==> config.mk <==
export PLATFORM = sky130hd
export DESIGN_NAME = lhe_luma
export DESIGN_NICKNAME = d
export VERILOG_FILES = /design/src/sv/lhe_pkg.sv /design/src/sv/lhe_luma.sv
export SDC_FILE = /design/constraint.sdc
export NUM_CORES = 1
export LEC_CHECK = 0
export ABC_AREA = 1
export BUFFER_PORTS_ARGS = -buffer_cell sky130_fd_sc_hd__buf_4
export CORE_MARGIN = 5
export CORE_UTILIZATION = 65
export CTS_BUF_LIST = sky130_fd_sc_hd__clkbuf_16
export DETAILED_ROUTE_END_ITERATION = 6
export HOLD_SLACK_MARGIN = 0.12
export PLACE_DENSITY = 0.86
export SETUP_SLACK_MARGIN = 0.3
export SYNTH_ARGS = -nofsm -noshare
export SYNTH_HDL_FRONTEND = slang
export SYNTH_SLANG_ARGS = --single-unit
export TNS_END_PERCENT = 30
==> constraint.sdc <==
create_clock -name i_clk -period 15.05 [get_ports i_clk]
set_clock_uncertainty 0.15 [all_clocks]
set_input_delay 3.01 -clock i_clk [delete_from_list [all_inputs] [get_ports i_clk]]
set_output_delay 3.01 -clock i_clk [all_outputs]
set_load 0.01 [all_outputs]
==> src/sv/lhe_pkg.sv <==
// shared types and constants of the luma histogram engine
package lhe_pkg;

    localparam int BIN_COUNT = 256;
    localparam int BIN_BITS  = 8;
    localparam int NORM_BITS = 8;

    // q16 luma weights, they sum to 65536
    localparam logic [15:0] W_CH0    = 16'd19595;
    localparam logic [15:0] W_CH1    = 16'd38470;
    localparam logic [15:0] W_CH2    = 16'd7471;
    localparam logic [15:0] Q16_HALF = 16'd32768;

    typedef enum logic [1:0] {
        OP_ACC   = 2'd0,
        OP_READ  = 2'd1,
        OP_CLEAR = 2'd2
    } t_op;

    typedef enum logic [2:0] {
        ST_IDLE,
        ST_RD_DRAIN,
        ST_RD_DATA,
        ST_DIV,
        ST_CLR_DRAIN
    } t_state;

    typedef struct packed {
        logic acc_vld;
        logic rd_req;
        logic clr;
    } t_mem_ctl;

endpackage

==> src/sv/lhe_luma.sv <==
// registered rgb to luma conversion, q16 with rounding
module lhe_luma import lhe_pkg::*; (
    input  logic                i_clk,
    input  logic                i_rst_n,
    input  logic                i_load,
    input  logic [7:0]          i_chan0,
    input  logic [7:0]          i_chan1,
    input  logic [7:0]          i_chan2,
    output logic                o_vld,
    output logic [BIN_BITS-1:0] o_gray
);

    logic [23:0]         n_sum;
    logic                r_vld;
    logic [BIN_BITS-1:0] r_gray;

    assign n_sum = 24'(W_CH0) * 24'(i_chan0) + 24'(W_CH1) * 24'(i_chan1)
                 + 24'(W_CH2) * 24'(i_chan2) + 24'(Q16_HALF);

    always_ff @(posedge i_clk) begin
        if (!i_rst_n) begin
            r_vld <= 1'b0;
        end else begin
            r_vld <= i_load;
        end
    end

    always_ff @(posedge i_clk) begin
        if (i_load) begin
            r_gray <= n_sum[23:16];
        end
    end

    assign o_vld  = r_vld;
    assign o_gray = r_gray;

endmodule

### Yosys cells after proc, flatten, opt, wreduce, memory -nomap -nowiden

Cells that the tools add are included.

* register bits: 9
* bits of input ports: 27
* output and inout bits: 9
* word-level logic and storage cells: 8

* add/subtract/negate cells: 3
* $mul: 3

Operators with widths (number)
* multiplier 15 x 8 -> 23 bit (first input constant): 2
* adder 23 x 24 -> 24 bit: 1
* adder 24 x 16 -> 24 bit (second input constant): 1
* adder 24 x 21 -> 24 bit: 1
* multiplier 13 x 8 -> 21 bit (first input constant): 1

### Logic depth before layout (Yosys ltp)

* depth after elaboration: 4
* depth in mapped cells: 34

### Least setup slack after synthesis

No wires, ideal clock.

* kind: input-to-reg
* start point: in i_chan1[2]
* end point: reg r_gray[7] (netlist: o_gray[7]) (data pin)
* arrival time: 8556 ps
* path slack: 6092 ps
* stages on the path: 30
* path buffers: 0
* cell sequence: ha_1 ha_1 fa_1 fa_1 ha_1 nand2_1 inv_1 a21oi_1 nand3_2 xor2_1 ha_1 ha_1 fa_1 inv_1 fa_1 fa_1 inv_1 ha_1 nand2_1 inv_1 nand2_1 inv_1 nand2_1 clkinv_1 nand2_1 nand2_1 nor2_1 inv_1 nand2_1 nand2_1

* cells in the longest elaborated chain, start to end: 4

RTL lines
* start: declaration: RTL line lhe_luma.sv:7 `input logic [7:0] i_chan1,`
* multiplier 15 x 8 -> 23 bit: RTL line lhe_luma.sv:17 `assign n_sum = 24'(W_CH0) * 24'(i_chan0) + 24'(W_CH1) * 24'(i_chan1)`
* adder 23 x 24 -> 24 bit: RTL line lhe_luma.sv:17
* adder 24 x 21 -> 24 bit: RTL line lhe_luma.sv:18 `+ 24'(W_CH2) * 24'(i_chan2) + 24'(Q16_HALF);`
* adder 24 x 16 -> 24 bit: RTL line lhe_luma.sv:18
* net n_sum[23]: RTL line lhe_luma.sv:13 `logic [23:0] n_sum;`
* end signal: assignment: RTL line lhe_luma.sv:30 `r_gray <= n_sum[23:16];`
* end: declaration: RTL line lhe_luma.sv:15 `logic [BIN_BITS-1:0] r_gray;`

The timed path passes the listed nets, and every way through them passes these cells.
A chain may end at the register's enable or synchronous reset.

### Worst setup path after layout

* start point: in i_chan1[2]
* end point: reg r_gray[6] (netlist: o_gray[6]) (data pin)

The elaborated chain is that of the path after synthesis.

==> flow_metrics.tcl <==
set metrics [dict create \
    synth_adder_area_share_pct 63.3 \
    required_ns 14.88 \
    post-route-util_pct 70.3 \
    syn_to_final_growth_pct 7.38 \
    grt_usage_pct 26.7 \
    crit_arrival_ns 9.18 \
    drtPass1Iterations 5 \
    cts_hold_buf 0 \
    drt-total-wl_um 16300 \
    grt_max_degree 10 \
    place_ws_ns 5.54 \
    setup_viol 0 \
    io_pins 36 \
    synth-simple-area-share_pct 13.4 \
    syn_area_um2 7010 \
    syn-num-nets 1138 \
    setup_ws_ns 5.71 \
    post-cts-setup-buffers 0 \
    dpl.hpwl_um 15000 \
    grt_pass1_vias 5851 \
    synth.distinct_cells 34 \
    avgSynthCellArea_um2 8.46 \
    final_nets 1178 \
    drc 0 \
    gp_congestion 0.959 \
    portBuffers 35 \
    initial_core_util_pct 65.5 \
    htreeDepth 1 \
    synth_top_family_by_area "adder cells" \
    min_path_type "input port to flop" \
    cts_made_buffers 3 \
    synth_xor_area_share_pct 1.75 \
    cts_resized 0 \
    fin_crit_sh_pct 62.1 \
    slew_viol_final 0 \
    core_area_um2 10700 \
    status "finished, final reports clean" \
    path_max_fanout 6 \
    crit_type "input port to flop" \
    via_count 5423 \
    clkTransAtPathRegs_ns 0.04 \
    cts.sinks 9 \
    ant_nets 0 \
    end_kind "flop" \
    die_y_um 114 \
    max_freq_mhz 107 \
    setup_tns_ns 0 \
    synth-compound-area-share_pct 5.04 \
    worst_pin_slew_ns 0.384 \
    ys_seq_area_share_pct 3.71 \
    synthCells 828 \
    dieWidth_um 114 \
    vias_per_cell 5.39 \
    num_rows 38 \
    ys_ff_latch 9 \
    maxCapViolations 0 \
    grt_pass1_wl_um 27600 \
    hold_violations 0 \
    finalCriticalPeriod_ns 9.34 \
    cts_tree "built" \
    drive_above_1_share_pct 6.23 \
    rsz0062_at_grt "false" \
    slew_headroom_pct 74.3 \
    dieArea_um2 13000 \
    drt-initial-drc-count 388 \
    antenna_found_initial 0 \
    diodes 0 \
    synthMuxAreaShare_pct 0 \
    worstSetupStartpointType "input port" \
    yosysWarnings 0 \
    post_drt_wl_per_cell_um 16.2 \
    clock-root-buffer "clkbuf_16" \
    cts_buffer_depth 2 \
    grt.overflow.total 0 \
]
Yosys cell counts:
library cell,number,area share (%)
inv_1,237,13
ha_1,164,29
nand2_1,135,7.2
fa_1,119,34
nor2_1,40,2.1
a21oi_1,30,2.1
nand3_1,24,1.7
xor2_1,9,1.1
edfxtp_1,8,3.4
o21ai_0,7,0.50
nand2_2,6,0.54
nand4_1,6,0.54
o21bai_1,6,0.64
xnor2_1,5,0.63
a21o_1,4,0.43
a31oi_1,3,0.27
nor2_2,3,0.27
and2_1,2,0.18
clkinv_1,2,0.11
nand3b_1,2,0.21
nor3_1,2,0.14
o21ai_2,2,0.25
a21boi_0,1,0.11
a21oi_2,1,0.13
a31o_2,1,0.13
dfxtp_1,1,0.29
nand3_2,1,0.14
nor3b_1,1,0.11
nor4_1,1,0.089
o211ai_1,1,0.11
o21a_1,1,0.11
o21ai_1,1,0.071
o21bai_2,1,0.16
or2_2,1,0.089
cell type report:
type / instances / area (um^2)
clock buffer: 3 / 75.1
timing repair buffer: 35 / 263
multi-input combinational: 580 / 5850
sequential: 9 / 260
fill: 792 / 3180
clock inverter: 1 / 3.75
tap: 140 / 175
inverter: 239 / 897
logic make-up (layout without fill, tap and decap cells):
group                    count (synthesis)  in the layout
adder cells (fa/ha/maj)                283            283
buffers and inverters                  239            278
AND/OR/NAND/NOR                        224            224
AO/OA/AOI/OAI                           59             59
XOR/XNOR                                14             14
flip-flops                               9              9
path summary, 6_finish.rpt:
path | startpoint | end | slack (ns) | cells after the start
worst max-delay path | i_chan1[2] | o_gray[6]$_DFFE_PP_ | 5.71 | 27
worst min-delay path | i_rst_n | o_vld$_SDFF_PN0_ | 2.81 | 3
placed cells by master, fill, tap and decap left out, drive strengths merged, types with 3 or more instances in the layout:
master	count
ha	164
nor2	43
clkbuf	3
a31oi	3
a21o	4
inv	238
a21oi	31
edfxtp	8
xor2	9
fa	119
xnor2	5
buf	35
nand3	25
nand4	6
o21bai	7
nand2	141
o21ai	10
state kept, by name (all words and copies together), names as in the netlist:
register  count
o_vld         1
o_gray        8
metrics by stage:
step	std cells	cell area (um^2)	hold WS, ns
3_3_place_gp	1003	7440	3.05
5_1_grt	1007	7520	2.84
3_5_place_dp	1003	7440	3.05
2_1_floorplan	828	7010	2.95
4_1_cts	1007	7520	2.81
6_report	1007	7520	2.81
critical path: stages:
cell and delay [ns]:
buf_4 0.15, ha_1 0.30, ha_1 0.29, fa_1 0.50, fa_1 0.41, ha_1 0.34
nand2_1 0.16, inv_1 0.06, a21oi_1 0.21, nand3_2 0.17, xor2_1 0.18, ha_1 0.28
ha_1 0.31, fa_1 0.51, inv_1 0.05, fa_1 0.43, fa_1 0.56, inv_1 0.05
ha_1 0.35, nand2_1 0.11, nor2_1 0.17, nand3_1 0.09, inv_1 0.08, nand2_1 0.06
nand3b_1 0.19, nand4_1 0.09, nand2_1 0.07
layer usage:
layer / GRT usage, % / vias up / share of wire [%]
met3: 4.24 / 44 / 7.2
met4: 8.71 / 0 / 3.8
li1: - / 2603 / -
met5: 0 / - / 0
met1: 35.2 / 2551 / 42
met2: 45.3 / 225 / 47
Power is not shown: default switching activity piles up to over one toggle a cycle in this logic, so the estimate is an artifact.
