==> config.mk <==
export PLATFORM = sky130hd
export DESIGN_NAME = lhe_div
export DESIGN_NICKNAME = d
export VERILOG_FILES = /design/src/sv/lhe_pkg.sv /design/src/sv/lhe_div.sv
export SDC_FILE = /design/constraint.sdc
export NUM_CORES = 1
export LEC_CHECK = 0
export ABC_AREA = 1
export ABC_CLOCK_PERIOD_IN_PS = 2700
export BUFFER_PORTS_ARGS = -buffer_cell sky130_fd_sc_hd__buf_4
export CAP_MARGIN = 20
export CORE_MARGIN = 2
export CORE_UTILIZATION = 25
export DETAILED_ROUTE_END_ITERATION = 10
export GPL_ROUTABILITY_DRIVEN = 1
export MAX_ROUTING_LAYER = met4
export PLACE_DENSITY = 0.47
export SLEW_MARGIN = 40
export SYNTH_ARGS = -nofsm -noshare
export SYNTH_HDL_FRONTEND = slang
export SYNTH_SLANG_ARGS = --single-unit
==> constraint.sdc <==
create_clock -name i_clk -period 2.7 [get_ports i_clk]
set_input_delay 0.54 -clock i_clk [delete_from_list [all_inputs] [get_ports i_clk]]
set_output_delay 0.54 -clock i_clk [all_outputs]
set_load 0.02 [all_outputs]
==> src/sv/lhe_pkg.sv <==
// shared types and constants of the luma histogram engine
package lhe_pkg;

    localparam int BIN_COUNT = 256;
    localparam int BIN_BITS  = 8;
    localparam int NORM_BITS = 8;

    // q16 luma weights, they sum to 65536
    localparam logic [15:0] W_CH0    = 16'd19595;
    localparam logic [15:0] W_CH1    = 16'd38470;
    localparam logic [15:0] W_CH2    = 16'd7471;
    localparam logic [15:0] Q16_HALF = 16'd32768;

    typedef enum logic [1:0] {
        OP_ACC   = 2'd0,
        OP_READ  = 2'd1,
        OP_CLEAR = 2'd2
    } t_op;

    typedef enum logic [2:0] {
        ST_IDLE,
        ST_RD_DRAIN,
        ST_RD_DATA,
        ST_DIV,
        ST_CLR_DRAIN
    } t_state;

    typedef struct packed {
        logic acc_vld;
        logic rd_req;
        logic clr;
    } t_mem_ctl;

endpackage

==> src/sv/lhe_div.sv <==
// restoring divider for floor(num*255/den), one quotient bit per cycle
module lhe_div import lhe_pkg::*; #(
    parameter int COUNT_BITS = 23
) (
    input  logic                  i_clk,
    input  logic                  i_rst_n,
    input  logic                  i_start,
    input  logic [COUNT_BITS-1:0] i_num,
    input  logic [COUNT_BITS-1:0] i_den,
    output logic                  o_done,
    output logic [NORM_BITS-1:0]  o_quot
);

    localparam int RW = COUNT_BITS + NORM_BITS;

    logic [RW-1:0]        r_rem;
    logic [RW-1:0]        r_den_sh;
    logic [NORM_BITS-1:0] r_quot;
    logic [2:0]           r_step;
    logic                 r_run;
    logic                 r_done;

    logic                 n_ge;

    assign n_ge = (r_rem >= r_den_sh);

    always_ff @(posedge i_clk) begin
        if (!i_rst_n) begin
            r_run  <= 1'b0;
            r_done <= 1'b0;
        end else begin
            r_done <= 1'b0;
            if (i_start) begin
                r_run <= 1'b1;
            end else if (r_run && (r_step == 3'd0)) begin
                r_run  <= 1'b0;
                r_done <= 1'b1;
            end
        end
    end

    always_ff @(posedge i_clk) begin
        if (i_start) begin
            // num*255 as num*256 - num
            r_rem    <= {i_num, {NORM_BITS{1'b0}}} - {{NORM_BITS{1'b0}}, i_num};
            r_den_sh <= {1'b0, i_den, {(NORM_BITS-1){1'b0}}};
            r_quot   <= '0;
            r_step   <= 3'd7;
        end else if (r_run) begin
            if (n_ge) begin
                r_rem <= r_rem - r_den_sh;
            end
            r_quot   <= {r_quot[NORM_BITS-2:0], n_ge};
            r_den_sh <= r_den_sh >> 1;
            r_step   <= r_step - 3'd1;
        end
    end

    assign o_done = r_done;
    assign o_quot = r_quot;

endmodule

# ---- After elaboration in Yosys (flattened, before gate mapping)
# Cells that the tools add are included.
dict set report word_totals {
  reg_bits 74
  latch_bits 0
  ramBits 0
  rom_bits 0
  input_bits 49
  output_inout_bits 9
  elab_cells 27
  n_memories 0
}
dict set report classes {
  add_sub_neg 3
  n_mul 0
  div_mod_pow 0
  n_lt_le_gt_ge 1
  eq_ne 0
  n_shift 0
  mux 8
  bitwise_logic 1
  reduce_logical 7
}
# operator count
set ops {}
lappend ops {{$mux W31} 3}
lappend ops {{$mux W30} 2}
lappend ops {{$ge A31 B30 Y1} 1}
lappend ops {{$sub A31 B23 Y31} 1}
lappend ops {{$sub A31 B30 Y31} 1}
lappend ops {{$reduce_bool A2 Y1} 3}
lappend ops {{$logic_not A3 Y1} 1}
lappend ops {{$mux W1} 3}
lappend ops {{$sub A3 B1 Y3 const B} 1}
lappend ops {{$reduce_and A2 Y1} 1}
lappend ops {{$reduce_or A2 Y1} 1}
lappend ops {{$logic_and A1 B1 Y1} 1}
lappend ops {{$not A1 Y1} 1}

# ---- Depth between registers and ports, before layout
# Gate-level depths: netlist (run 1).
dict set report logic_depth {
  depth_word 4
  depth_mapped 14
  ltp_nobuf 14
}

# ---- Worst setup path before layout (run 1)
# Ideal clock, no wire load.
dict set report synth_timing {
  path_kind {register -> register}
  start {register r_rem[5]}
  end {register r_rem[0] (enable)}
  setup_ps 388
  arrival_time_ps 2044
  required_ps 2312
  slack_ps 268
  path_stages_with_launch 12
  n_path_buf 0
  synth_period_minus_slack_ps 2432
  cell_sequence {edfxtp_1 ha_1 nand2_1 nor2_1 nand2_1 nand2_2 nand2_1 nand2_1 nand2_1 nand3_1 nand2_1 nand2_1}
}
dict set report synth_via {
  elab_chain_len 3
}
# element line
set synth_rtl {}
lappend synth_rtl {{start, declared} lhe_div.sv:16} ;# logic [RW-1:0] r_rem;
lappend synth_rtl {{start signal, assigned} lhe_div.sv:45} ;# r_rem <= {i_num, {NORM_BITS{1'b0}}} - {{NORM_BITS{1'b0}}, i_num};
lappend synth_rtl {{start signal, assigned} lhe_div.sv:51} ;# r_rem <= r_rem - r_den_sh;
lappend synth_rtl {{$ge A31 B30 Y1} lhe_div.sv:25} ;# assign n_ge = (r_rem >= r_den_sh);
lappend synth_rtl {{$reduce_bool A2 Y1 (no source line)} -}
lappend synth_rtl {{$reduce_and A2 Y1 (no source line)} -}
# No other way between the ends.
# A chain may end at the register's enable or synchronous reset.

# ---- Final worst setup path (run 1)
dict set report layout_timing {
  start {register r_rem[7]}
  end {register r_rem[24] (enable)}
}
# Same word-level chain as after synthesis.

==> results of run 1 <==
-- layout by cell type, fill, tap and decap left out --
cell type   Yosys  layout
dfxtp_1        20      20
o21bai_2        1       1
nor3_2          3       3
xnor2_1         4       4
inv_2           7       7
clkinv_1        1       1
nand2_2        16      16
nor2_1         89      89
edfxtp_1       54      54
o31ai_1         1       1
o22ai_1        11      11
fa_1            1       1
inv_1         225     225
clkbuf_16       0      10
nor2_2         15      15
nor3_1          7       7
clkinvlp_4      0       1
and2_1          2       2
buf_4           0      68
a21oi_1        47      47
buf_12          0       2
clkinv_2        0       1
nor2_4          2       2
a22oi_1         1       1
or2_1           1       1
nand2_1       404     404
nand3_1        74      74
nand3b_1        5       5
ha_1           48      48
o21bai_1        3       3
inv_4           0       2
xor2_1         10      10
clkbuf_8        1       1
or2_0           1       1
clkinv_4        0       1
o21ai_0        52      52
nand3_2         3       3
nand4_1        14      14
-- stage by stage --
stage	hold slack, ns	std cells
floorplan	0.432	1136
global placement	0.451	1570
detailed placement	0.459	1570
CTS	0.436	1586
global route	0.434	1586
finish	0.445	1586
-- worst max path at each step --
stage	start	to	slack [ns]	cells past startpoint
after detailed placement	r_rem[7]	r_rem[24]	0.28	10
after CTS	r_rem[7]	r_rem[24]	0.26	10
after global placement	i_num[17]	r_rem[25]	0.26	12
after global routing	r_rem[18]	r_rem[4]	0.09	12
final	r_rem[7]	r_rem[24]	0.28	10
after floorplan	r_rem[5]	r_rem[0]	0.27	11
-- critical path, cell delays in order (launching register included) --
cell and delay, ns:
edfxtp_1 0.42, ha_1 0.39, nand2_1 0.11, nor2_1 0.25, nand4_1 0.18, nor2_1 0.13, nand3_1 0.08, nand3_1 0.14
nand2_1 0.06, nand2_1 0.13, buf_4 0.23
-- cells in the mapped netlist, drive strengths merged --
cell type | instances | share of area
or2 | 2 | 0.0018
clkinv | 1 | 0.00054
xnor2 | 4 | 0.0050
nand2 | 420 | 0.23
nand3 | 77 | 0.057
o22ai | 11 | 0.0098
fa | 1 | 0.0029
edfxtp | 54 | 0.23
o21ai | 52 | 0.037
clkbuf | 8 | 0.0057
buf | 6 | 0.0046
a21oi | 47 | 0.034
a22oi | 1 | 0.0011
and2 | 2 | 0.0018
nor3 | 10 | 0.0093
xor2 | 10 | 0.012
dfxtp | 20 | 0.057
nand4 | 14 | 0.012
nand3b | 5 | 0.0054
o31ai | 1 | 0.0011
o21bai | 4 | 0.0048
nor2 | 106 | 0.064
ha | 48 | 0.086
inv | 232 | 0.12
-- cell families (layout without fill, tap and decap cells) --
| group | after synthesis | after routing | share of synthesized area |
|---|---|---|---|
| compound gates | 116 | 116 | 0.0875 |
| xor+xnor | 14 | 14 | 0.0175 |
| fa+ha+maj | 49 | 49 | 0.0886 |
| buf+inv | 247 | 319 | 0.135 |
| flops | 74 | 74 | 0.289 |
| simple gates | 636 | 636 | 0.383 |
-- sequential cells by signal, summed over array words and instances, names as in the netlist --
name	cells
r_den_sh	30
r_step	3
o_quot	8
r_rem	31
o_done	1
r_run	1
-- power groups by stage --
| stage | registers [µW] | clock network, µW | logic, µW |
|---|---|---|---|
| 2_1_floorplan | 1500 | 0 | 1680 |
| 3_3_place_gp | 1520 | 0 | 2390 |
| 3_5_place_dp | 1520 | 0 | 2390 |
| 4_1_cts | 1500 | 1260 | 2400 |
| 5_1_grt | 1510 | 1300 | 2760 |
| 6_report | 1500 | 1220 | 2390 |
-- per-layer routing --
layer	vias up	routed length, µm	track usage
met5	-	0	-
met4	0	366	0.0431
met3	25	861	0.0219
met2	130	9610	0.251
met1	3035	11700	0.229
li1	3679	-	-
-- cell type report --
cell class                      count  share of cell area
Multi-Input combinational cell    815               0.489
Timing Repair Buffer               70              0.0667
Clock buffer                       11              0.0320
Sequential cell                    74               0.245
Clock inverter                      5             0.00409
Tap cell                          378              0.0573
Inverter                          233               0.106
==> impl_metrics.yaml, run 1 <==
yosys:
  syn_nets: 1234
  yosysWarnings: 0
  avgSynthCellArea_um2: 6.17
  yosys.cell_types.count: 35
  synthCells: 1136
  syn_area_um2: 7010
  yosysSeqAreaShare: 0.289
  ys_ff_latch: 74
placed_design:
  place.gp.congestion: 0.898
  portBuffers: 57
  place_ws_ns: 0.276
  post-dp-hpwl_um: 18700
  dpl_cell_area_um2: 7960
clock_network:
  ctsHoldBuffers: 0
  post_cts_resized: 0
  cts_tree: "built"
  path_clk_slew_ns: 0.06
  cts_root_buf: "clkbuf_16"
  numCtsBuffers: 9
  htreeDepth: 3
  clk-insertion-delay-late_ns: 0.35
  postCtsSetupBuffers: 0
  cts.sinks: 74
  ctsLongestPathBuffers: 2
pwr:
  switching_share: 0.424
  power_leakage_uw: 0.00429
  intPower_uw: 2940
  comb_power_share: 0.469
  p_clk_frac: 0.238
  p_sw_uw: 2170
  p_total_uw: 5110
  power_density_nw_per_um2: 619
  seqPwrFrac: 0.293
  ir_drop_v: 0.000283
grt:
  grt_pass1_wl_um: 35900
  grt_use_total: 0.164
  grt_overflow: 0
  grt_antenna_before_repair: 0
  grt_pass1_vias: 6690
  grt_max_degree: 30
sta:
  setup_viol: 0
  slew_violations: 0
  finalCriticalPeriod_ns: 2.42
  rsz0062_at_grt: "false"
  fmax_ghz: 0.413
  fin_tns_setup_ns: 0
  worst_slack_ns: 0.281
  min_period_over_period: 0.896
  timing_hold_violations_final: 0
  fin_skew_ns: 0.00948
  relSlewSlack: 0.683
  tightest_slew_ns: 0.472
finish:
  fillers: 3138
  multi_input_area_um2: 4040
  areaGrowthSynthToFinish_pct: 17.8
  nNetsFinal: 1301
  final_util: 0.298
  diodes: 0
  ff_latch_area_um2: 2020
  fin_area_um2: 8260
  layout-drive-gt1-share: 0.110
worst_setup_path:
  r2r_start: "r_rem[7]"
  crit_path_end_kind: "flop"
  crit_type: "reg -> reg"
  ff2ff_path_depth: 10
  reg2reg_slack_ns: 0.28
  worstSetupStartpointType: "flop"
  crit_path_max_fanout: 11
  worstPathArrival_ns: 2.47
  timing.rr.end: "r_rem[24]"
  cp.required_ns: 2.75
route:
  ant_nets: 0
  dr.pass1.iters: 5
  drc: 0
  drt-total-wl_um: 22500
  vias_per_cell: 4.33
  vias: 6869
  drt_iter0_drc: 417
  wl_per_cell_um: 14.2
hold_path:
  min_from: "i_den[22]"
  holdPathEnd: "r_den_sh[29]"
  holdPathStages: 3
  holdCritPathClass: "in -> reg"
floorplan:
  coreArea_um2: 27700
  dieArea_um2: 29400
  rows: 61
  die_w_um: 171
  fp.dieH_um: 171
  io_pins: 58
  start_util: 0.253
run:
  drv_cap: 0
outcome:
  status: "completed"
Note: power is estimated with default switching activity, not from simulation.
==> run 2: changes to the inputs <==
- CORE_UTILIZATION: 25 -> 45
- PLACE_DENSITY: 0.47 -> 0.7
==> impl_metrics.yaml, run 2 (synthesized netlist as in run 1, its figures left out) <==
clock_network:
  cts.sinks: 74
  post_cts_resized: 0
  htreeDepth: 3
  ctsHoldBuffers: 0
  numCtsBuffers: 9
  ctsLongestPathBuffers: 2
  clk-insertion-delay-late_ns: 0.35
  postCtsSetupBuffers: 0
  cts_tree: "built"
  path_clk_slew_ns: 0.06
  cts_root_buf: "clkbuf_16"
floorplan:
  dieArea_um2: 16600
  die_w_um: 129
  fp.dieH_um: 129
  start_util: 0.461
  coreArea_um2: 15200
  io_pins: 58
  rows: 45
route:
  drc: 0
  vias: 6990
  ant_nets: 0
  wl_per_cell_um: 14.1
  vias_per_cell: 5.03
  drt_iter0_drc: 589
  drt-total-wl_um: 19600
  dr.pass1.iters: 5
finish:
  nNetsFinal: 1296
  areaGrowthSynthToFinish_pct: 13.7
  layout-drive-gt1-share: 0.106
  layout_common_cells: "404 x nand2_1, 225 x inv_1, 89 x nor2_1, 74 x nand3_1, 64 x buf_4"
  largest_reg_flops: 31
  diodes: 0
  largest_register: "r_rem"
  final_util: 0.524
  layout_commonest_cell: "nand2_1"
grt:
  grt_pass1_vias: 6375
  grt_pass1_wl_um: 31800
  grt_overflow: 0
  grt_max_degree: 39
  grt_antenna_before_repair: 0
  grt_use_total: 0.252
pwr:
  seqPwrFrac: 0.297
  switching_share: 0.424
  power_density_nw_per_um2: 632
  p_clk_frac: 0.238
  p_sw_uw: 2130
  power_leakage_uw: 0.00426
  comb_power_share: 0.464
  ir_drop_v: 0.000297
  intPower_uw: 2900
placed_design:
  portBuffers: 57
  post-dp-hpwl_um: 15800
  place.gp.congestion: 1.02
run:
  drv_cap: 0
worst_setup_path:
  crit_type: "reg -> reg"
  worstPathArrival_ns: 2.41
  cp.required_ns: 2.73
  crit_path_end_kind: "flop"
  worstSetupStartpointType: "flop"
  crit_path_max_fanout: 31
sta:
  setup_viol: 0
  fin_skew_ns: 0.00903
  min_period_over_period: 0.880
  fin_tns_setup_ns: 0
  slew_violations: 0
  finalCriticalPeriod_ns: 2.38
  relSlewSlack: 0.535
  timing_hold_violations_final: 0
  fmax_ghz: 0.421
  tightest_slew_ns: 0.697
  rsz0062_at_grt: "false"
hold_path:
  holdCritPathClass: "in -> reg"
outcome:
  status: "completed"
run 2: cell type report:
type | instances | area [µm²]
clock buffers | 10 | 250
clock inverters | 6 | 43.8
fillers | 1574 | 7240
inverters | 233 | 875
multi-input cells | 815 | 4040
flip-flops and latches | 74 | 2020
well taps | 188 | 235
repair buffers | 65 | 500
run 2: power by group through the flow:
| stage | Clock, µW | Combinational, µW | Sequential [µW] |
|---|---|---|---|
| finish | 1200 | 2340 | 1500 |
| global route | 1260 | 2640 | 1510 |
| CTS | 1220 | 2300 | 1500 |
| detailed placement | 0 | 2280 | 1520 |
| global placement | 0 | 2260 | 1510 |
| floorplan | 0 | 1680 | 1500 |
run 2: final timing paths:
check	from	to	slack, ns	depth (start not counted)
setup / recovery	r_den_sh[7]	r_rem[21]	0.32	11
hold / removal	i_rst_n	r_run	0.43	3
setup reg to reg	r_den_sh[7]	r_rem[21]	0.32	11
hold reg to reg	r_den_sh[0]	r_den_sh[0]	0.47	2
run 2: critical path, stage by stage (launching register included):
cell      delay [ns]
edfxtp_1        0.34
inv_1           0.07
ha_1            0.36
nand2_1         0.12
nor2_1          0.23
nand4_1         0.17
nor2_1          0.16
nand3_1         0.08
nand3_1         0.12
nand2_1         0.06
nand2_1         0.11
buf_12          0.24
run 2: per-layer routing:
layer | routed length [µm] | GRT usage | vias to the layer above | part of all wire
li1 | - | - | 3672 | -
met1 | 9430 | 0.345 | 3070 | 0.48
met2 | 8490 | 0.386 | 210 | 0.43
met3 | 1110 | 0.0249 | 38 | 0.056
met4 | 607 | 0.0997 | 0 | 0.031
met5 | 0 | - | - | 0
run 2: stage by stage:
step | hold WS (ns) | setup slack (ns) | area (µm²) | total power (µW) | std cells
4_1_cts | 0.421 | 0.372 | 7970 | 5010 | 1391
5_1_grt | 0.423 | 0.158 | 7970 | 5410 | 1391
3_3_place_gp | 0.452 | 0.210 | 7670 | 3780 | 1375
3_5_place_dp | 0.465 | 0.247 | 7670 | 3800 | 1375
6_report | 0.426 | 0.325 | 7970 | 5030 | 1391
2_1_floorplan | 0.432 | 0.268 | 7010 | 3180 | 1136
